==> src/rtl/core/spbf_pkg.sv <==
// ----------------------------------------------------------------------------
// spbf_pkg
// Shared constants, register codes and divider handshake types for the
// spectrum peak band feature block.
// ----------------------------------------------------------------------------
package spbf_pkg;

	// bins held in the peak memory
	localparam int NUM_BINS = 256;
	localparam int IDX_W    = $clog2(NUM_BINS);

	// field widths
	localparam int MAG_W = 16;
	localparam int PCT_W = 7;
	localparam int LEN_W = 9;
	localparam int CNT_W = 8;
	localparam int SUM_W = 24;
	localparam int WID_W = 16;

	// frame length compare width, wide enough for the index plus one
	localparam int CMP_W = (IDX_W + 1 > LEN_W) ? IDX_W + 1 : LEN_W;

	// decay: floor(x / 100) as (x * RCP) >> RCP_SHIFT, multiplier cut in two halves
	localparam int PROD_W    = MAG_W + PCT_W;
	localparam int RCP_SPLIT = 12;
	localparam int RCP_SHIFT = 30;
	localparam int RPP_W     = PROD_W + RCP_SPLIT;
	localparam int RCP_TOT_W = RPP_W + RCP_SPLIT;
	localparam logic [RCP_SPLIT-1:0] RCP_HI = 12'd2621;
	localparam logic [RCP_SPLIT-1:0] RCP_LO = 12'd1803;

	localparam logic [PCT_W-1:0] PCT_FULL = 7'd100;

	// threshold compare: peak * 200 >= thr * 32768
	localparam int HIT_W = MAG_W + 8;
	localparam logic [HIT_W-1:0] HIT_SCALE = 24'd200;
	localparam int THR_SHIFT = 15;

	// fraction bits of the width result
	localparam int FRAC_W = 12;

	// configuration register indexes
	localparam int CFG_IDX_W = 2;
	typedef enum logic [CFG_IDX_W-1:0] {
		REG_SMOOTH = 2'd0,
		REG_THRESH = 2'd1,
		REG_FRAME  = 2'd2
	} cfg_reg_t;

	localparam logic [LEN_W-1:0] FRAME_RESET = 9'd256;

	typedef struct packed {
		logic             go;
		logic [SUM_W-1:0] sum;
		logic [CNT_W-1:0] hits;
		logic [MAG_W-1:0] maxv;
	} div_req_t;

	typedef struct packed {
		logic             done;
		logic [WID_W-1:0] quot;
	} div_rsp_t;

endpackage

==> src/rtl/core/spbf_div.sv <==
// ----------------------------------------------------------------------------
// spbf_div
// Bit-serial band width divider: floor(sum * 4096 / (max * hits)),
// saturated to 16 bits, zero when hits is zero.
// ----------------------------------------------------------------------------
module spbf_div (
	input  logic                clk,
	input  logic                arst_n,
	input  spbf_pkg::div_req_t  req,
	output spbf_pkg::div_rsp_t  rsp
);
	import spbf_pkg::*;

	localparam int QCNT_W = $clog2(WID_W);
	localparam int CHK_W  = SUM_W + 4;

	typedef enum logic [1:0] {D_IDLE, D_MUL, D_CHK, D_RUN} dstate_t;

	dstate_t            state_q;
	logic [SUM_W-1:0]   sum_q;
	logic [CNT_W-1:0]   hits_q;
	logic [MAG_W-1:0]   max_q;
	logic [SUM_W-1:0]   dvs_q;
	logic [SUM_W-1:0]   rem_q;
	logic [WID_W-1:0]   num_q;
	logic [WID_W-1:0]   quot_q;
	logic [QCNT_W-1:0]  cnt_q;
	logic               done_q;

	logic [SUM_W:0]     trial;
	logic               fits;
	logic               sat;

	assign trial = {rem_q, num_q[WID_W-1]};
	assign fits  = trial >= {1'b0, dvs_q};
	// quotient overflows 16 bits exactly when sum >= 16 * divisor
	assign sat   = CHK_W'(sum_q) >= {dvs_q, 4'b0000};

	always_ff @(posedge clk or negedge arst_n) begin
		if (!arst_n) begin
			state_q <= D_IDLE;
			cnt_q   <= '0;
			done_q  <= 1'b0;
		end else begin
			done_q <= 1'b0;
			unique case (state_q)
				D_IDLE: begin
					if (req.go) begin
						sum_q   <= req.sum;
						hits_q  <= req.hits;
						max_q   <= req.maxv;
						state_q <= D_MUL;
					end
				end
				D_MUL: begin
					dvs_q   <= SUM_W'(max_q) * SUM_W'(hits_q);
					state_q <= D_CHK;
				end
				D_CHK: begin
					priority if (hits_q == '0) begin
						quot_q  <= '0;
						done_q  <= 1'b1;
						state_q <= D_IDLE;
					end else if (sat) begin
						quot_q  <= '1;
						done_q  <= 1'b1;
						state_q <= D_IDLE;
					end else begin
						// upper bits of sum<<12 already sit below the divisor
						rem_q   <= SUM_W'(sum_q[SUM_W-1:4]);
						num_q   <= {sum_q[3:0], {FRAC_W{1'b0}}};
						quot_q  <= '0;
						cnt_q   <= '0;
						state_q <= D_RUN;
					end
				end
				D_RUN: begin
					if (fits) begin
						rem_q  <= SUM_W'(trial - {1'b0, dvs_q});
						quot_q <= {quot_q[WID_W-2:0], 1'b1};
					end else begin
						rem_q  <= trial[SUM_W-1:0];
						quot_q <= {quot_q[WID_W-2:0], 1'b0};
					end
					num_q <= {num_q[WID_W-2:0], 1'b0};
					cnt_q <= cnt_q + 1'b1;
					if (cnt_q == QCNT_W'(WID_W - 1)) begin
						done_q  <= 1'b1;
						state_q <= D_IDLE;
					end
				end
				default: state_q <= D_IDLE;
			endcase
		end
	end

	assign rsp.done = done_q;
	assign rsp.quot = quot_q;

endmodule

==> config.mk <==
export PLATFORM = sky130hd
export DESIGN_NAME = spbf_div
export DESIGN_NICKNAME = d
export VERILOG_FILES = /design/src/rtl/core/spbf_pkg.sv /design/src/rtl/core/spbf_div.sv
export SDC_FILE = /design/constraint.sdc
export NUM_CORES = 1
export LEC_CHECK = 0
export BUFFER_PORTS_ARGS = -buffer_cell sky130_fd_sc_hd__clkbuf_2
export CAP_MARGIN = 20
export CORE_MARGIN = 5
export CORE_UTILIZATION = 43
export CTS_BUF_LIST = sky130_fd_sc_hd__clkbuf_4 sky130_fd_sc_hd__clkbuf_8
export CTS_CLUSTER_DIAMETER = 40
export DETAILED_ROUTE_END_ITERATION = 16
export SLEW_MARGIN = 40
export SYNTH_ARGS = -nofsm -noshare
export SYNTH_HDL_FRONTEND = slang
export SYNTH_SLANG_ARGS = --single-unit
export TNS_END_PERCENT = 100
==> constraint.sdc <==
create_clock -name clk -period 16.4 [get_ports clk]
set_clock_uncertainty 0.15 [all_clocks]
set_input_delay 3.28 -clock clk [delete_from_list [all_inputs] [get_ports clk]]
set_output_delay 3.28 -clock clk [all_outputs]
set_load 0.05 [all_outputs]
# Yosys cells after proc, flatten, opt, wreduce, memory -nomap -nowiden
# Index checks and enable logic that the tools add are counted.
# Widths: inputs -> output; s select.
# word_totals
regBits	135
out_inout_bits	17
wordCells	55
input_bits	51
# classes
n_mul	1
n_lt_le_gt_ge	2
reduce_logical	9
muxes	23
addsub	2
eq_ne	8
# ops
operator	count
$mux 24	3
$mux 16	4
$pmux 16 s2	2
$pmux 24 s2	1
$ge 24x28->1	1
$ge 25x24->1	1
$mul 16x8->24	1
$sub 24x24->24	1
$logic_not 8->1	1
$mux 2	4
$mux 4	2
$ne 2x2->1 const B	4
$pmux 2 s4	1
$pmux 4 s2	1
$reduce_and 2->1	3
$reduce_and 3->1	2
$add 4x1->4 const B	1
$eq 2x2->1 const B	2
$eq 4x4->1 const B	1
$mux 1	4
$reduce_and 4->1	1
$eq 2x1->1 const B	1
$logic_not 2->1	1
$pmux 1 s2	1
$reduce_bool 2->1	1

# Logic depth before layout (Yosys ltp)
# Gate-level depths: netlist of run 1.
# depth
depth_word	4
mapped_depth	19
ltp_nobuf	18

# Worst setup path after synthesis of run 1
# No wires, ideal clock.
# synth_timing
path_type	input -> register
from	input port req[48] in the netlist's numbering
to	register hits_q[0] (enable)
n_path_buf	0
arrival_time_ns	7.916
required_time_ns	15.675
stages	1
slack_ns	7.759
path_cell_list	nor4bb_1
# synth_via
elab_chain_len	1
# synth_lines
item	line_no	rtl
from (decl)	spbf_div.sv:9	input spbf_pkg::div_req_t req,
$reduce_and 3->1 (no source line)	-	
to (signal assigned)	spbf_div.sv:50	hits_q <= req.hits;
to (decl)	spbf_div.sv:21	logic [CNT_W-1:0] hits_q;
# Every way passes these cells.
# A chain may end at the register's enable or synchronous reset.

# Final worst setup path of run 1
# layout_timing
from	register hits_q[7]
to	register dvs_q[20], data pin
# layout_via
elab_chain_len	1
# layout_lines
item	line_no	rtl
$mul 16x8->24	spbf_div.sv:56	dvs_q <= SUM_W'(max_q) * SUM_W'(hits_q);
to (signal assigned)	spbf_div.sv:56	
to (decl)	spbf_div.sv:23	logic [SUM_W-1:0] dvs_q;
# Every way passes these cells.

==> metrics.txt, run 1 <==
outcome finished clean; core area between 20000 and 25000 µm²; top cells by area, synth edfxtp_1 33%, fa_1 16%, ha_1 11%; grt ovf 0; Layout Cells excl Fill 1429; Layout Utilization 47.7%; port bufs 67; Synth Register Bits between 100 and 150; Starting Density 43.4%; most frequent CP cell fa_1; Synth area leader edfxtp_1; Distinct cells, synth 66; RR Startpoint hits_q[7]$_DFFE_PP_; dpl hpwl about 18 mm; Clock Pin Slew Worst Setup and Hold Paths 90 ps; Setup WS pre-CTS 11080 ps; commonest cells after routing, fill and taps aside 140 x inv_1, 116 x edfxtp_1, 106 x and2_1; R2R depth 15; vias in the first global route between 7000 and 8000; Rows 57; Final period util 32.7%; Post-synth EDFFs around 120; RSZ-0062 raised after global routing no; Post-CTS Hold Buffers 0; WL per Instance 16.1 µm; Iteration-0 DRC Markers 417; CTS root buf clkbuf_8; Gate Count Post-Synth 1034; Synth async-reset ratio 5.69%; power per cell area 113 nW/µm²; maximum clock frequency 186 MHz; max_cap viols 0; vias per inst 5.19; CTS tree done; Buf/Inv on CP 3; Die ar. 27700 µm²; P&R area growth vs syn 9.94%; first-pass GRT wire length 38.6 mm; post-CTS setup buffer count 0; setup slack, reg-to-reg 11030 ps; relative slew slack between 50% and 60%; Final Hold Fails 0; Startpoint Class flop; WP depth 15; DRC Markers 0; slowest CP cell edfxtp_1; Tot Pwr 1.31 mW; minimum clock period 5370 ps; Top delay family on crit path adder cells; fin nets approximately 1300; critical path startpoint hits_q[7]$_DFFE_PP_; yosys warns 0; I/O Pins 68; clk sinks 123; Hold Path Class reg2reg; critical path class reg2reg; CP required 16440 ps; largest net degree at the start of global routing 57; fillers 2260; die height roughly 170 µm; layout cell share with drive strength beyond 1 10.9%; final slew viol count 0; Worst-Margin Slew 736 ps; kind of end point of the critical path flop; sequential share of the synthesized area 34.8%; end of the critical path dvs_q[20]$_DFFE_PP_; post-CTS sizing 0; final antenna diode count 0; final wirelength 23.0 mm; post-synthesis cell area 10500 µm²; max incr delay on CP slightly below 700 ps; Leak Pwr between 5 and 6 nW; Avg Synthesized Cell Area 10.2 µm²; top_reg_cell synth edfxtp_1; Num CTS Buffers 17; vias post-DR between 7000 and 8000; DP Cell Count about 1400; CP Max Fanout 17; initial antenna violation count 0; VDD IR max approximately 70 µV; Yosys top cell area share 33.1%; setup TNS 0 ps; final worst slack 11030 ps; leading cell type in the layout, fill and taps excluded inv_1; Mapped Nets between 1000 and 1500; Die W 166 µm; drt first pass iters 5; RePlAce Congestion slightly below 0.9; H-tree depth 4; overall routing resource usage around 17%; CP Cell Sequence nand2_1 -> fa_1 -> fa_1 -> inv_1 -> fa_1 -> inv_1 -> fa_1 -> inv_1 -> ha_1 -> or3_1 -> o311ai_0 -> a31oi_1 -> o21a_1 -> nor2_1 -> xnor2_1; critical path arrival roughly 5400 ps; Worst-Skew Late Latency 460 ps; Finish-stage setup viols 0; Routed Antenna Nets 0; reg2reg end dvs_q[20]$_DFFE_PP_; clk buf depth 2
## worst register-to-register path, delay by kind of cell (launching register included)
family	cells	cell delay (ps)
xor gates and xnor gates	1	80
adders and majority gates	5	2340
AOI/OAI and AO/OA	3	1030
buffers and inverters	3	150
and+or+nand+nor	3	670
DFF	1	680
## final cells by class
| cell class | instances | area, µm² | area share (%) |
|---|---|---|---|
| well taps | 324 | 405 | 3.50 |
| clock buffers | 18 | 241 | 2.09 |
| clock inverters | 14 | 136 | 1.18 |
| inverters | 140 | 526 | 4.54 |
| flip-flops and latches | 123 | 3660 | 31.6 |
| repair buffers | 72 | 373 | 3.22 |
| multi-input cells | 738 | 6230 | 53.9 |
## cells in the mapped netlist, types with 8 or more instances
cell      count
nand4_1      15
nand2_1      66
xnor2_1      26
nor2b_1       8
fa_1         85
a21o_1       36
o21a_1       13
nor3_1       15
ha_1         89
a21oi_1      47
a31oi_1      21
nand3_1      33
inv_1       140
o21ai_0      37
and2_1      107
clkbuf_1     24
edfxtp_1    116
nor2_1       52
nand2b_1      8
## state kept, by name (all words and copies together) (netlist names)
signal	flops
dvs_q	24
done_q	1
quot_q	16
num_q	4
cnt_q	4
max_q	16
state_q	2
rem_q	24
sum_q	24
hits_q	8
## stage by stage
| step | hold WS, ps | instance area [µm²] |
|---|---|---|
| finish | 359 | 11600 |
| global route | 414 | 11600 |
| CTS | 362 | 11600 |
| detailed placement | 350 | 11200 |
| global placement | 338 | 11200 |
| floorplan | 334 | 10500 |
## layer usage
layer  wire [µm]  vias to the layer above  track usage (%)
li1            -                     3687                -
met1       11000                     3560             23.8
met2       10700                      144             27.3
met3         762                       32             3.18
met4         466                        0             4.80
met5           0                        -                0
## logic make-up after synthesis
logic type	synth area share (%)
buffers and inverters	6.36
and+or+nand+nor	16.7
muxes	0.202
xor gates and xnor gates	2.75
AOI/OAI and AO/OA	12.5
adders and majority gates	26.7
DFF	34.8
## power by group
part / total [mW] / internal, mW / leakage, nW / switching, mW
logic: 0.577 / 0.231 / 3.80 / 0.346
registers: 0.467 / 0.431 / 1.17 / 0.0358
clock network: 0.266 / 0.125 / 0.190 / 0.141
## how the worst min path moves through the flow
| stage | cells past startpoint | slack, ps | end | start |
|---|---|---|---|---|
| 6_report | 2 | 360 | num_q[13]$_DFFE_PP_ | num_q[12]$_SDFFCE_PP0P_ |
| 2_1_floorplan | 2 | 330 | num_q[13]$_DFFE_PP_ | num_q[12]$_SDFFCE_PP0P_ |
| 5_1_grt | 2 | 410 | num_q[13]$_DFFE_PP_ | num_q[12]$_SDFFCE_PP0P_ |
| 3_3_place_gp | 2 | 340 | num_q[13]$_DFFE_PP_ | num_q[12]$_SDFFCE_PP0P_ |
| 4_1_cts | 2 | 360 | num_q[13]$_DFFE_PP_ | num_q[12]$_SDFFCE_PP0P_ |
| 3_5_place_dp | 2 | 350 | num_q[14]$_DFFE_PP_ | num_q[13]$_DFFE_PP_ |
No activity file was read; power rests on OpenSTA's default activity.
==> run 2: changes to the inputs <==
--- a/config.mk
+++ b/config.mk
@@ -5,6 +5,7 @@
 export SDC_FILE = /design/constraint.sdc
 export NUM_CORES = 1
 export LEC_CHECK = 0
+export ABC_AREA = 1
 export BUFFER_PORTS_ARGS = -buffer_cell sky130_fd_sc_hd__clkbuf_2
 export CAP_MARGIN = 20
 export CORE_MARGIN = 5
==> constraint.sdc (replaced) <==
create_clock -name clk -period 4.55 [get_ports clk]
set_clock_uncertainty 0.15 [all_clocks]
set_input_delay 0.91 -clock clk [delete_from_list [all_inputs] [get_ports clk]]
set_output_delay 0.91 -clock clk [all_outputs]
set_load 0.05 [all_outputs]
==> run 2 against run 1 <==
  * Die area rose by 7.8%
  * Critical endpoint is now dvs_q[21]$_DFFE_PP_
  * Global-route usage rose by 0.91 points
  * Setup slack got worse by 11000 ps
  * Critical path depth did not move
  * Register-to-register slack got worse by 11000 ps
  * Via count rose by 22%
  * Total power rose to 7.0 times the previous value
  * Non-clock buffer count rose by 73
==> metrics.txt, run 2 <==
Clock power frac 10.7%; Cell Area, Placed roughly 12000 µm²; Layout Utilization between 50% and 60%; maximum clock frequency 225 MHz; Num CTS Buffers 17; critical path class reg2reg; VDD IR max 342 µV; vias post-DR 9093; Die ar. ~30000 µm²; CP Max Fanout 8; Avg Synthesized Cell Area roughly 7.9 µm²; RePlAce Congestion 0.900; overall routing resource usage 17.9%; Worst-Skew Late Latency 450 ps; most common cell in the netlist nand2_1; WL per Instance 14.0 µm; largest net degree at the start of global routing 48; relative slew slack 44.4%; drt first pass iters 5; DRC Markers 0; top cells by count, synth 457 x nand2_1, 325 x inv_1, 116 x edfxtp_1; P&R area growth vs syn 17.6%; slowest CP cell fa_1; Post-CTS Hold Buffers 0; minimum clock period 4440 ps; Clock Pin Slew Worst Setup and Hold Paths 90 ps; outcome finished clean; Yosys top cell area share 30.5%; initial antenna violation count 0; I/O Pins 68; sequential share of the synthesized area between 30% and 40%; Int Pwr approximately 4.7 mW; Hold Path Class in2async; Finish-stage setup viols 0; clk buf depth 2; final antenna diode count 0; final worst slack 112 ps; vias per inst 4.77; commonest cells after routing, fill and taps aside 443 x nand2_1, 317 x inv_1, 116 x edfxtp_1; switching share of power 48.7%; top cells by area, synth edfxtp_1 31%, nand2_1 15%, fa_1 15%; Die W between 150 and 200 µm; Buf/Inv on CP 4; post-synthesis cell area 11400 µm²; max_cap viols 0; CP Cell Sequence buf_12 -> nand2_1 -> inv_1 -> fa_1 -> fa_1 -> fa_1 -> inv_1 -> fa_1 -> inv_1 -> ha_4 -> nand2_2 -> nor4_4 -> nand4_1 -> nand3_1 -> xor2_1; core area 26100 µm²; design area 13400 µm²; Final period util a little under 100%; Startpoint Class flop; fillers about 2500; top_reg_cell synth edfxtp_1; CTS tree done; RSZ-0062 raised after global routing yes; Rows 59; final wirelength 26.7 mm; max incr delay on CP approximately 540 ps; dpl hpwl between 20 and 25 mm; Synth async-reset ratio 5.69%; biggest registers after layout dvs_q x24, rem_q x24, sum_q x24; Worst-Margin Slew 832 ps; yosys warns 0; Distinct cells, synth 38; most frequent CP cell fa_1; Iteration-0 DRC Markers 424; Starting Density 43.8%; Routed Antenna Nets 0; part of the power in combinational logic 68.6%; Reg power frac 20.7%; Top delay family on crit path adder cells; leading cell type in the layout, fill and taps excluded nand2_1; clk sinks between 100 and 150; die height 173 µm; Leak Pwr 7.23 nW; layout cell share with drive strength beyond 1 around 17%; first-pass GRT wire length between 40 and 50 mm; tightest hold margin about 140 ps; Setup WS pre-CTS -344 ps; fin nets 1784; port bufs 67; Post-synth EDFFs 116; grt ovf 0; Synth Register Bits about 120; Mapped Nets 1670; final slew viol count 0; CP required approximately 4600 ps; power per cell area slightly below 700 nW/µm²; Final Hold Fails 0; NetSw 4.48 mW; CTS root buf clkbuf_8; Gate Count Post-Synth roughly 1400; Synth area leader edfxtp_1; kind of end point of the critical path flop; vias in the first global route 9227; H-tree depth 4; critical path arrival 4480 ps
[run 2: cell count changes after synthesis, sizes merged, moves of 14 or more]
| cell | before | now |
|---|---|---|
| nor2 | 52 | 75 |
| nand3 | 33 | 66 |
| nand2 | 66 | 458 |
| and2 | 107 | 1 |
| inv | 140 | 327 |
| a21o | 36 | 2 |
| nand4 | 15 | 32 |
| clkbuf | 24 | 38 |
| a31oi | 21 | 1 |
[run 2: final timing paths]
kind	startpoint	to	slack (ps)	depth (start not counted)
setup / recovery	hits_q[5]$_DFFE_PP_	dvs_q[21]$_DFFE_PP_	110	15
hold / removal	arst_n	done_q$_DFF_PN0_	140	1
setup reg to reg	hits_q[5]$_DFFE_PP_	dvs_q[21]$_DFFE_PP_	110	15
hold reg to reg	cnt_q[3]$_DFFE_PN0P_	cnt_q[3]$_DFFE_PN0P_	320	2
max in group asynchronous	arst_n	state_q[0]$_DFFE_PN0P_	3920	1
min in group clk	cnt_q[3]$_DFFE_PN0P_	cnt_q[3]$_DFFE_PN0P_	320	2
[run 2: logic make-up (layout without fill, tap and decap cells)]
| group | Yosys count | in the layout | share of synthesized area, % |
|---|---|---|---|
| XOR/XNOR | 27 | 27 | 2.07 |
| flip-flops | 123 | 123 | 32.1 |
| AND/OR/NAND/NOR | 649 | 649 | 23.6 |
| adder cells (fa/ha/maj) | 174 | 174 | 24.7 |
| buffers and inverters | 377 | 504 | 12.9 |
| AO/OA/AOI/OAI | 95 | 95 | 4.65 |
[run 2: repair_timing]
action,in CTS,in global routing
setup buffers,6,10
cloned,0,1
gates resized for setup,15,84
pin swaps,3,41
endpoints found under the setup margin,7,14
[run 2: cell type report]
| cell class | count | area [µm²] | area share, % |
|---|---|---|---|
| multi-input cells | 945 | 6710 | 50.0 |
| repair buffers | 145 | 1010 | 7.50 |
| well taps | 335 | 419 | 3.13 |
| clock inverters | 15 | 155 | 1.16 |
| clock buffers | 17 | 234 | 1.74 |
| inverters | 327 | 1230 | 9.15 |
| flip-flops and latches | 123 | 3660 | 27.3 |
[run 2: through the flow]
stage	std cells	setup TNS [ps]	total power, mW
floorplan	1445	0	5.83
global placement	1858	-657	7.36
detailed placement	1858	-657	7.40
CTS	1896	-51.5	8.61
global route	1907	-23.1	10.1
finish	1907	0	9.20
[run 2: metal layers]
layer  vias to the layer above  part of all wire (%)  global-route usage, %
met5                         -                     0                      0
met4                         0                   2.3                   5.44
met3                        36                   2.7                   2.66
met2                       145                    50                   31.9
met1                      4242                    45                   22.5
li1                       4670                     -                      -
[run 2: power groups by stage]
stage	registers, mW	clock network, mW	logic, mW
final	1.91	0.981	6.31
after floorplan	2.03	0	3.79
after global placement	1.93	0	5.43
after detailed placement	1.93	0	5.47
after CTS	1.91	1.01	5.69
after global routing	1.94	1.06	7.11
